### config.mk
export PLATFORM = sky130hd
export DESIGN_NAME = page_frame_replacement
export DESIGN_NICKNAME = d
export VERILOG_FILES = /design/src/rtl/core/pfr_pkg.sv /design/src/rtl/core/page_frame_replacement.sv
export SDC_FILE = /design/constraint.sdc
export NUM_CORES = 1
export LEC_CHECK = 0
export BUFFER_PORTS_ARGS = -buffer_cell sky130_fd_sc_hd__buf_2
export CAP_MARGIN = 10
export CORE_UTILIZATION = 45
export CTS_BUF_LIST = sky130_fd_sc_hd__clkbuf_4
export DETAILED_ROUTE_END_ITERATION = 7
export GPL_ROUTABILITY_DRIVEN = 1
export SLEW_MARGIN = 40
export SYNTH_ARGS = -nofsm -noshare
export SYNTH_HDL_FRONTEND = slang
export SYNTH_SLANG_ARGS = --single-unit
export TNS_END_PERCENT = 30
### constraint.sdc
create_clock -name clk_i -period 9.5 [get_ports clk_i]
set_input_delay 1.425 -clock clk_i [delete_from_list [all_inputs] [get_ports clk_i]]
set_output_delay 1.425 -clock clk_i [all_outputs]
set_load 0.1 [all_outputs]
### src/rtl/core/pfr_pkg.sv
// Shared types and constants for the page frame replacement unit.
// No dependencies.
package pfr_pkg;

  localparam int unsigned FRAMES     = 16;
  localparam int unsigned PAGE_SHIFT = 12;
  localparam int unsigned PAGE_W     = 20;
  localparam int unsigned IDX_W      = (FRAMES > 1) ? $clog2(FRAMES) : 1;
  localparam int unsigned CNT_W      = $clog2(FRAMES + 1);
  localparam int unsigned AGE_W      = IDX_W;
  localparam int unsigned CFG_W      = 5;

  localparam logic [0:0] REG_FRAMES = 1'b0;
  localparam logic [0:0] REG_POLICY = 1'b1;

  typedef struct packed {
    logic [PAGE_W-1:0] page;
    logic              dirty;
    logic              used;
    logic [AGE_W-1:0]  age;
  } entry_t;

  typedef enum logic [2:0] {
    ST_IDLE,
    ST_SCAN,
    ST_CLK_RD,
    ST_CLK_EV,
    ST_UPD,
    ST_OUT
  } state_e;

endpackage

### src/rtl/core/page_frame_replacement.sv
// Page frame replacement unit: frame table in one synchronous RAM, LRU or clock.
// Depends on pfr_pkg.
// Sequence: the idle state takes the beat, then a lookup sweep reads each filled
// frame, a clock eviction reads and tests the frame under the hand per step, an
// update sweep rewrites the frames up to lim (at most frames_in_use) and the
// result is loaded into the output register. One item in flight: a new access is
// taken only once the result of the last one is loaded, as the single RAM read
// port serves every step.
// Reset clears fill count, clock hand and control state and restores the config; the RAM needs no clearing.
module page_frame_replacement (
  input  logic        clk_i,
  input  logic        rst_ni,
  input  logic        s_tvalid_i,
  output logic        s_tready_o,
  input  logic [31:0] s_tdata_i,   // [31:0] address
  input  logic        s_tuser_i,   // [0] is_write
  output logic        m_tvalid_o,
  input  logic        m_tready_i,
  output logic [31:0] m_tdata_o,   // [0] hit, [4:1] frame, [5] victim_valid,
                                   // [25:6] evict_page, [26] victim_dirty
  input  logic        psel,
  input  logic        penable,
  input  logic        pwrite,
  input  logic [2:0]  paddr,
  input  logic [31:0] pwdata,
  output logic [31:0] prdata,
  output logic        pready
);
  import pfr_pkg::*;

  entry_t mem_q [FRAMES];
  entry_t rd_q;

  state_e state_q, state_d;
  logic [CFG_W-1:0]  fiu_q;
  logic              policy_q;
  logic [CNT_W-1:0]  fill_q, fill_d;
  logic [IDX_W-1:0]  hand_q, hand_d;
  logic [PAGE_W-1:0] page_q;
  logic              wr_q;
  logic [CNT_W-1:0]  idx_q, idx_d, lim_q, lim_d;
  logic              pend_q, pend_d;
  logic [IDX_W-1:0]  ridx_q, ridx_d;
  logic              hit_q, hit_d, fresh_q, fresh_d, evict_q, evict_d;
  logic [IDX_W-1:0]  f_q, f_d, best_q, best_d;
  logic [AGE_W-1:0]  old_q, old_d, bage_q, bage_d;
  logic [PAGE_W-1:0] vpage_q, vpage_d;
  logic              vdirty_q, vdirty_d;
  logic              ovalid_q;
  logic [31:0]       odata_q;

  logic [CNT_W-1:0] n, r;
  logic             full;
  logic             rd_en, we;
  logic [IDX_W-1:0] raddr, waddr;
  entry_t           wdata;
  logic [IDX_W-1:0] hand_nx;

  always_comb begin
    if (fiu_q == '0) n = CNT_W'(1);
    else if (CNT_W'(fiu_q) > CNT_W'(FRAMES) || fiu_q > CFG_W'(FRAMES)) n = CNT_W'(FRAMES);
    else n = CNT_W'(fiu_q);
    r    = (fill_q < n) ? fill_q : n;
    full = (fill_q >= n);
  end

  assign hand_nx = ((CNT_W'(hand_q) + CNT_W'(1)) >= n) ? '0 : hand_q + IDX_W'(1);

  // config port
  assign pready = 1'b1;
  assign prdata = (paddr[2] == REG_POLICY) ? {31'd0, policy_q} : {27'd0, fiu_q};

  always_ff @(posedge clk_i or negedge rst_ni) begin
    if (!rst_ni) begin
      fiu_q    <= CFG_W'(FRAMES);
      policy_q <= 1'b0;
    end else if (psel && penable && pwrite) begin
      if (paddr[2] == REG_FRAMES) fiu_q <= pwdata[CFG_W-1:0];
      else policy_q <= pwdata[0];
    end
  end

  assign s_tready_o = (state_q == ST_IDLE);
  assign m_tvalid_o = ovalid_q;
  assign m_tdata_o  = odata_q;

  // next state
  always_comb begin
    state_d = state_q;
    unique case (state_q)
      ST_IDLE:   if (s_tvalid_i) state_d = ST_SCAN;
      ST_SCAN: begin
        if (idx_q >= lim_q && !pend_q) begin
          if (hit_q || !full) state_d = ST_UPD;
          else if (policy_q) state_d = ST_CLK_RD;
          else state_d = ST_UPD;
        end
      end
      ST_CLK_RD: state_d = ST_CLK_EV;
      ST_CLK_EV: state_d = rd_q.used ? ST_CLK_RD : ST_UPD;
      ST_UPD:    if (idx_q >= lim_q && !pend_q) state_d = ST_OUT;
      ST_OUT:    if (!ovalid_q || m_tready_i) state_d = ST_IDLE;
      default:   state_d = ST_IDLE;
    endcase
  end

  // datapath and RAM control
  always_comb begin
    fill_d = fill_q;  hand_d = hand_q;
    idx_d = idx_q;    lim_d = lim_q;    pend_d = 1'b0;  ridx_d = idx_q[IDX_W-1:0];
    hit_d = hit_q;    fresh_d = fresh_q; evict_d = evict_q;
    f_d = f_q;        best_d = best_q;  old_d = old_q;  bage_d = bage_q;
    vpage_d = vpage_q; vdirty_d = vdirty_q;
    rd_en = 1'b0;     raddr = idx_q[IDX_W-1:0];
    we = 1'b0;        waddr = ridx_q;   wdata = rd_q;
    unique case (state_q)
      ST_IDLE: begin
        idx_d = '0; lim_d = r; hit_d = 1'b0; fresh_d = 1'b0; evict_d = 1'b0;
        best_d = '0; bage_d = '0; vpage_d = '0; vdirty_d = 1'b0;
      end
      ST_SCAN: begin
        if (idx_q < lim_q) begin
          rd_en = 1'b1; pend_d = 1'b1; idx_d = idx_q + CNT_W'(1);
        end
        if (pend_q) begin
          if (!hit_q && rd_q.page == page_q) begin
            hit_d = 1'b1; f_d = ridx_q; old_d = rd_q.age;
          end
          if (ridx_q == '0 || rd_q.age > bage_q) begin
            best_d = ridx_q; bage_d = rd_q.age;
          end
        end
        if (idx_q >= lim_q && !pend_q) begin
          idx_d = '0;
          if (hit_q) lim_d = r;
          else if (!full) begin
            fresh_d = 1'b1; f_d = fill_q[IDX_W-1:0];
            lim_d = fill_q + CNT_W'(1); fill_d = fill_q + CNT_W'(1);
          end else begin
            evict_d = 1'b1; lim_d = n; f_d = best_q; old_d = bage_q;
            // wrap the hand only when the sweep is about to use it
            if (policy_q && CNT_W'(hand_q) >= n) hand_d = '0;
          end
        end
      end
      ST_CLK_RD: begin
        rd_en = 1'b1; raddr = hand_q;
      end
      ST_CLK_EV: begin
        hand_d = hand_nx;
        if (rd_q.used) begin
          // second chance: clear use bit and move on
          we = 1'b1; waddr = hand_q; wdata = rd_q; wdata.used = 1'b0;
        end else begin
          f_d = hand_q; old_d = rd_q.age;
        end
      end
      ST_UPD: begin
        if (idx_q < lim_q) begin
          rd_en = 1'b1; pend_d = 1'b1; idx_d = idx_q + CNT_W'(1);
        end
        if (pend_q) begin
          we = 1'b1; wdata = rd_q;
          if (ridx_q == f_q) begin
            vpage_d = rd_q.page; vdirty_d = rd_q.dirty;
            wdata.used = 1'b1; wdata.age = '0;
            if (hit_q) wdata.dirty = rd_q.dirty | wr_q;
            else begin
              wdata.page = page_q; wdata.dirty = wr_q;
            end
          end else if ((fresh_q || rd_q.age < old_q) &&
                       rd_q.age < AGE_W'(FRAMES - 1)) begin
            wdata.age = rd_q.age + AGE_W'(1);
          end
        end
      end
      ST_OUT: ;
      default: ;
    endcase
  end

  always_ff @(posedge clk_i) begin
    if (we) mem_q[waddr] <= wdata;
    if (rd_en) rd_q <= mem_q[raddr];
  end

  always_ff @(posedge clk_i) begin
    if (state_q == ST_IDLE && s_tvalid_i) begin
      page_q <= s_tdata_i[PAGE_SHIFT +: PAGE_W];
      wr_q   <= s_tuser_i;
    end
    lim_q <= lim_d; ridx_q <= ridx_d;
    hit_q <= hit_d; fresh_q <= fresh_d; evict_q <= evict_d;
    f_q <= f_d; best_q <= best_d; old_q <= old_d; bage_q <= bage_d;
    vpage_q <= vpage_d; vdirty_q <= vdirty_d;
    if (state_q == ST_OUT && (!ovalid_q || m_tready_i)) begin
      odata_q <= {5'd0, evict_q & vdirty_q, evict_q ? vpage_q : {PAGE_W{1'b0}},
                  evict_q, f_q, hit_q};
    end
  end

  always_ff @(posedge clk_i or negedge rst_ni) begin
    if (!rst_ni) begin
      state_q  <= ST_IDLE;
      fill_q   <= '0;
      hand_q   <= '0;
      idx_q    <= '0;
      pend_q   <= 1'b0;
      ovalid_q <= 1'b0;
    end else begin
      state_q <= state_d;
      fill_q  <= fill_d;
      hand_q  <= hand_d;
      idx_q   <= idx_d;
      pend_q  <= pend_d;
      if (state_q == ST_OUT && (!ovalid_q || m_tready_i)) ovalid_q <= 1'b1;
      else if (m_tready_i) ovalid_q <= 1'b0;
    end
  end

  a_fill_range: assert property (@(posedge clk_i) disable iff (!rst_ni)
    fill_q <= CNT_W'(FRAMES)) else $error("fill count beyond frame table");
  a_hand_range: assert property (@(posedge clk_i) disable iff (!rst_ni)
    state_q == ST_CLK_EV |-> CNT_W'(hand_q) < n) else $error("clock hand outside managed frames");
  a_victim_miss: assert property (@(posedge clk_i) disable iff (!rst_ni)
    m_tvalid_o && m_tdata_o[5] |-> !m_tdata_o[0]) else $error("victim reported on a hit");
  a_pend_sweep: assert property (@(posedge clk_i) disable iff (!rst_ni)
    pend_q |-> state_q == ST_SCAN || state_q == ST_UPD) else $error("stray RAM read");

endmodule

=== Yosys cells after proc, flatten, opt, wreduce, memory -nomap -nowiden ===
Memory sizes are Yosys's and may differ from the RTL's. A register that Yosys moved wholly into a read port is not among the register bits.
Cells that the tools add are included.

* Latch bits: 0
* Memories kept: 1
* Bits in read-only memories: 0
* Bits of input ports: 75
* Register bits: 122
* Memory bits (writable): 416

* Multipliers: 0
* Bitwise gates (word level): 5
* Div/mod/pow operators: 0
* Equal/unequal tests: 21
* Multiplexer cells: 82
* $add $sub $neg: 5
* Reduce and logical (&&, ||, !) cells: 37
* $lt $le $gt $ge: 10
* Shift-type cells: 0

{| class="wikitable"
|+ Memory list
! memory !! words !! bits a word !! read ports !! clocked after Yosys merged registers in !! write ports !! line !! source
|-
| mem_q || 16 || 26 || 1 || 1 || 1 || page_frame_replacement.sv:31 || <nowiki>entry_t mem_q [FRAMES];</nowiki>
|}

{| class="wikitable"
|+ Operators with widths
! kind !! number
|-
| $mux W4 || 26
|-
| $mux W20 || 3
|-
| $pmux W26 S2 || 1
|-
| $mux W5 || 9
|-
| $pmux W20 S2 || 1
|-
| $pmux W4 S2 || 5
|-
| $mux W26 || 1
|-
| $ne A2 B2 Y1 const B || 13
|-
| $mux W22 || 1
|-
| $mux W3 || 7
|-
| $eq A20 B20 Y1 || 1
|-
| $mux W1 || 19
|-
| $pmux W3 S6 || 1
|-
| $reduce_and A4 Y1 || 4
|-
| $ge A5 B5 Y1 || 3
|-
| $pmux W5 S3 || 1
|-
| $pmux W1 S2 || 6
|-
| $add A5 B1 Y5 const B || 2
|-
| $lt A5 B5 Y1 || 2
|-
| $pmux W5 S2 || 1
|-
| $reduce_and A3 Y1 || 3
|-
| $add A4 B1 Y4 const B || 2
|-
| $logic_and A1 B1 Y1 || 8
|-
| $reduce_and A2 Y1 || 4
|-
| 23 further kinds || 36
|}

=== Logic depth before layout (Yosys ltp) ===
* Depth in word-level cells: 10
* Depth in mapped cells: 11

=== Worst setup path before layout ===
Ideal clock, no wire load.

* Path type: reg-to-output
* From: reg state_q[2]
* To: out s_tready_o
* Data arrival time: 2.897 ns
* Path slack: 5.178 ns
* Buffers on the path: 1
* Stages on the path, launching flop included: 3
* Cells stage by stage: dfrtp_1 clkbuf_1 nor3_1

* Cells in the longest elaborated chain, start to end: 1

{| class="wikitable"
|+ RTL lines
! element !! line !! source
|-
| start, declared || page_frame_replacement.sv:34 || <nowiki>state_e state_q, state_d;</nowiki>
|-
| start signal, assigned || page_frame_replacement.sv:211 || <nowiki>state_q <= state_d;</nowiki>
|-
| $logic_not A3 Y1 || page_frame_replacement.sv:83 || <nowiki>assign s_tready_o = (state_q == ST_IDLE);</nowiki>
|-
| end, declared || page_frame_replacement.sv:14 || <nowiki>output logic s_tready_o,</nowiki>
|}

Every way passes these cells.

=== Worst setup path after layout ===
* From: reg state_q[1]
* To: reg, netlist name rd_q[2]

* Cells in the longest elaborated chain, start to end: 3
* Elaborated cells on any way between the ends: 6
* Classes of those cells: eq/ne (3); mux (2); reduce/logical (1)

{| class="wikitable"
|+ RTL lines
! element !! line !! source
|-
| $eq A3 B3 Y1 / $eq A3 B1 Y1 (equally long branches) || page_frame_replacement.sv:116 || <nowiki>unique case (state_q)</nowiki>
|-
| $reduce_or A2 Y1 (no line) || -- ||
|-
| $pmux W1 S2 || page_frame_replacement.sv:116 ||
|}

Parallel ways exist; a longest one is shown, timed or not.
A chain may end at the register's enable or synchronous reset.

==> metrics <==
status completed; via count 14,877; first-pass GRT wire length 84.9 mm; Max Fclk 244 MHz; Area contributors post-synth edfxtp_1, nand2_1, mux2i_1; Final Critical Period 4.09 ns; Yosys top cell area share 0.669; cell mode on critical path mux2i_1; residual DRC count 0; Slew @ Worst Pin 0.899 ns; crit-path max cell delay 0.76 ns; via/cell ratio 5.40; mux contribution to synthesized area 0.0520; most frequent cells in the layout edfxtp_1, nand2_1, clkbuf_4; Hold Vio Cnt, Final 0; Post-Syn Area 24,000 sq um; Post-Synth Adder-Cell Area 0.0156; Antenna Violating Nets Remaining 0; Min Hold Slack 0.437 ns; Num CTS Buffers 149; EDFF count, synth 535; First-pass DRT Iterations 5; post-DP HPWL 33.3 mm; Net Sw Frac 0.361; Total GRT Usage 0.213; P_leak 10.1 nW; worst clock skew 0.0650 ns; clock slew at reported path FFs 0.07 ns; maximum vdd drop 183 uV; RSZ-0062 raised after global routing false; number of global-route vias before repair 14,426; compound-cell area share of the yosys netlist 0.0574; critical-path cell list nor3b_4 > mux2_8 > buf_4 > mux2i_1 > mux2i_1 > a32oi_1 > o221ai_1; gp weighted congestion 0.848; PwrDens 306 nW/um^2; XOR/XNOR Fraction of Synth Area 0.0124; FF+latch count, synth 564; insertion delay to the later sink of the worst-skew pair 1.00 ns; Setup Viol. Count Final 0; combinational family with the most area after synthesis simple AND/OR/NAND/NOR gates; Ports 142; cell-internal power 0.00535 W; CP Class register to register; max cap viols 0; CTS tree built; total negative slack 0 ns; Initial DRC Count 1,189; Congestion Overflow GR 0; # resized after CTS 0; Tcrit/Tclk final 0.431; maximum fanout along the worst path 89; row count 84; Core Box Area 52,700 sq um; # port buffers 67; DIE HEIGHT 233 um; CP Launch Type register; required time of the worst setup path 10.17 ns; Die Wd 233 um; Starting Density 0.456; post-CTS setup buffers 0; Cell variety after synth 63; Comb pwr share 0.304; Hold Buf Count CTS 0; die area 54,300 sq um; cell taking the most area after synthesis edfxtp_1; critical path arrival 4.76 ns; largest net degree at the start of global routing 93; CP delay by family, top multiplexers; sequential area share after synthesis 0.699; root buf cell clkbuf_4; clock sink count 564; WP buf/inv 1; routed len/inst 20.5 um; final std cells w/o fill 2,755; final core utilization 0.520; Syn Area/Cell 13.4 sq um; final setup margin 5.41 ns; layout cells sized above 1 0.201; Switching Power 0.00303 W; filler instances 4,443; htree depth 4; clock tree buffer depth 3; worst hold path type primary input to asynchronous set/reset pin; commonest non-fill, non-tap cell in the layout edfxtp_1; placed cells 2,495; CP Capture Type register; cell count after synthesis 1,792; clock network fraction of total power 0.263; Main synth FF type edfxtp_1; initial antenna violation count 3; Final Net Count 2,063; synthesized-area fraction occupied by and/or/nand/nor cells 0.128; Max Slew Vio Count 0; Seq pwr share 0.433; Slew Limit Headroom 0.401; Slowest-stage cell, CP dfrtp_1; yosys warns 0; routed wire length 56.4 mm; ys async rst share 0.0443; Layout area overhead 14.1%; dpl ws 5.40 ns
sequential cells by signal, summed over array words and instances, names as in the netlist, 5 cells and up:
name and cells:
fiu_q 5, vpage_q 20, m_tdata_o 27, rd_q 26
idx_q 5, page_q 20, fill_q 5, lim_q 5
mem_q 416
area by class of cell:
class / instances / area (sq um) / share of cell area
antenna: 3 / 7.51 / 0.000274
clock buffer: 215 / 1610 / 0.0589
clock inverter: 42 / 354 / 0.0129
inverter: 31 / 116 / 0.00425
multi-input combinational: 1105 / 6750 / 0.246
sequential: 564 / 16800 / 0.612
tap: 688 / 861 / 0.0314
timing repair buffer: 107 / 911 / 0.0333
worst reg2reg max path, cell delays in order (launching register included):
cell and delay, ns:
dfrtp_1 0.76, nor3b_4 0.61, mux2_8 0.72, buf_4 0.82
mux2i_1 0.30, mux2i_1 0.11, a32oi_1 0.29, o221ai_1 0.18
power by group through the flow:
stage,Clock (W),Combinational [W],Sequential [W]
after global routing,0.00239,0.00281,0.00366
after detailed placement,0,0.00255,0.00368
after CTS,0.00226,0.00256,0.00363
after floorplan,0,0.00184,0.00367
after global placement,0,0.00247,0.00367
final,0.00220,0.00255,0.00363
cell usage after synthesis (all sizes together) (2+ instances only):
master,count
edfxtp,535
nand2,396
nand3,91
mux2i,86
buf,83
o21ai,76
nor2,57
clkbuf,40
mux2,34
inv,31
o221ai,31
ha,30
a21oi,27
xor2,27
a32oi,26
nand3b,26
and2,25
and3,25
dfrtp,24
nor3,11
nor4,11
nor2b,9
a21o,8
a22oi,8
nand2b,8
nand4,8
xnor2,7
nor3b,6
a31oi,5
dfxtp,4
or3,4
o21a,3
a211o,2
a211oi,2
a21boi,2
a22o,2
a31o,2
conb,2
nor4b,2
path summary, 6_finish.rpt:
path,startpoint,depth (start not counted),slack [ns],to
setup / recovery,state_q[1],7,5.41,rd_q[2]
hold / removal,rst_ni,1,0.44,fiu_q[0]
setup reg to reg,state_q[1],7,5.41,rd_q[2]
hold reg to reg,idx_q[0],0,0.48,ridx_q[0]
max in group asynchronous,rst_ni,1,8.64,hand_q[0]
min in group clk_i,idx_q[0],0,0.48,ridx_q[0]
cell families after synthesis:
logic type,count (synthesis)
AND/OR/NAND/NOR,682
flip-flops,564
AO/OA/AOI/OAI,206
buffers and inverters,154
multiplexers,120
XOR/XNOR,34
adder cells (fa/ha/maj),30
other,2
layer usage:
metal	share of wire	vias to the layer above	global-route usage	wire length, um
met5	0	-	0	0
met4	0.016	0	0.0694	905
met3	0.067	63	0.0526	3770
met2	0.48	509	0.338	27300
met1	0.43	7324	0.286	24400
li1	-	6981	-	-
through the flow:
stage                     instance area [sq um]  total power [W]
final                                     27400          0.00838
after global routing                      27400          0.00886
after CTS                                 27400          0.00844
after detailed placement                  25400          0.00622
after global placement                    24900          0.00614
after floorplan                           24100          0.00551
No activity file was read; power rests on OpenSTA's default activity.
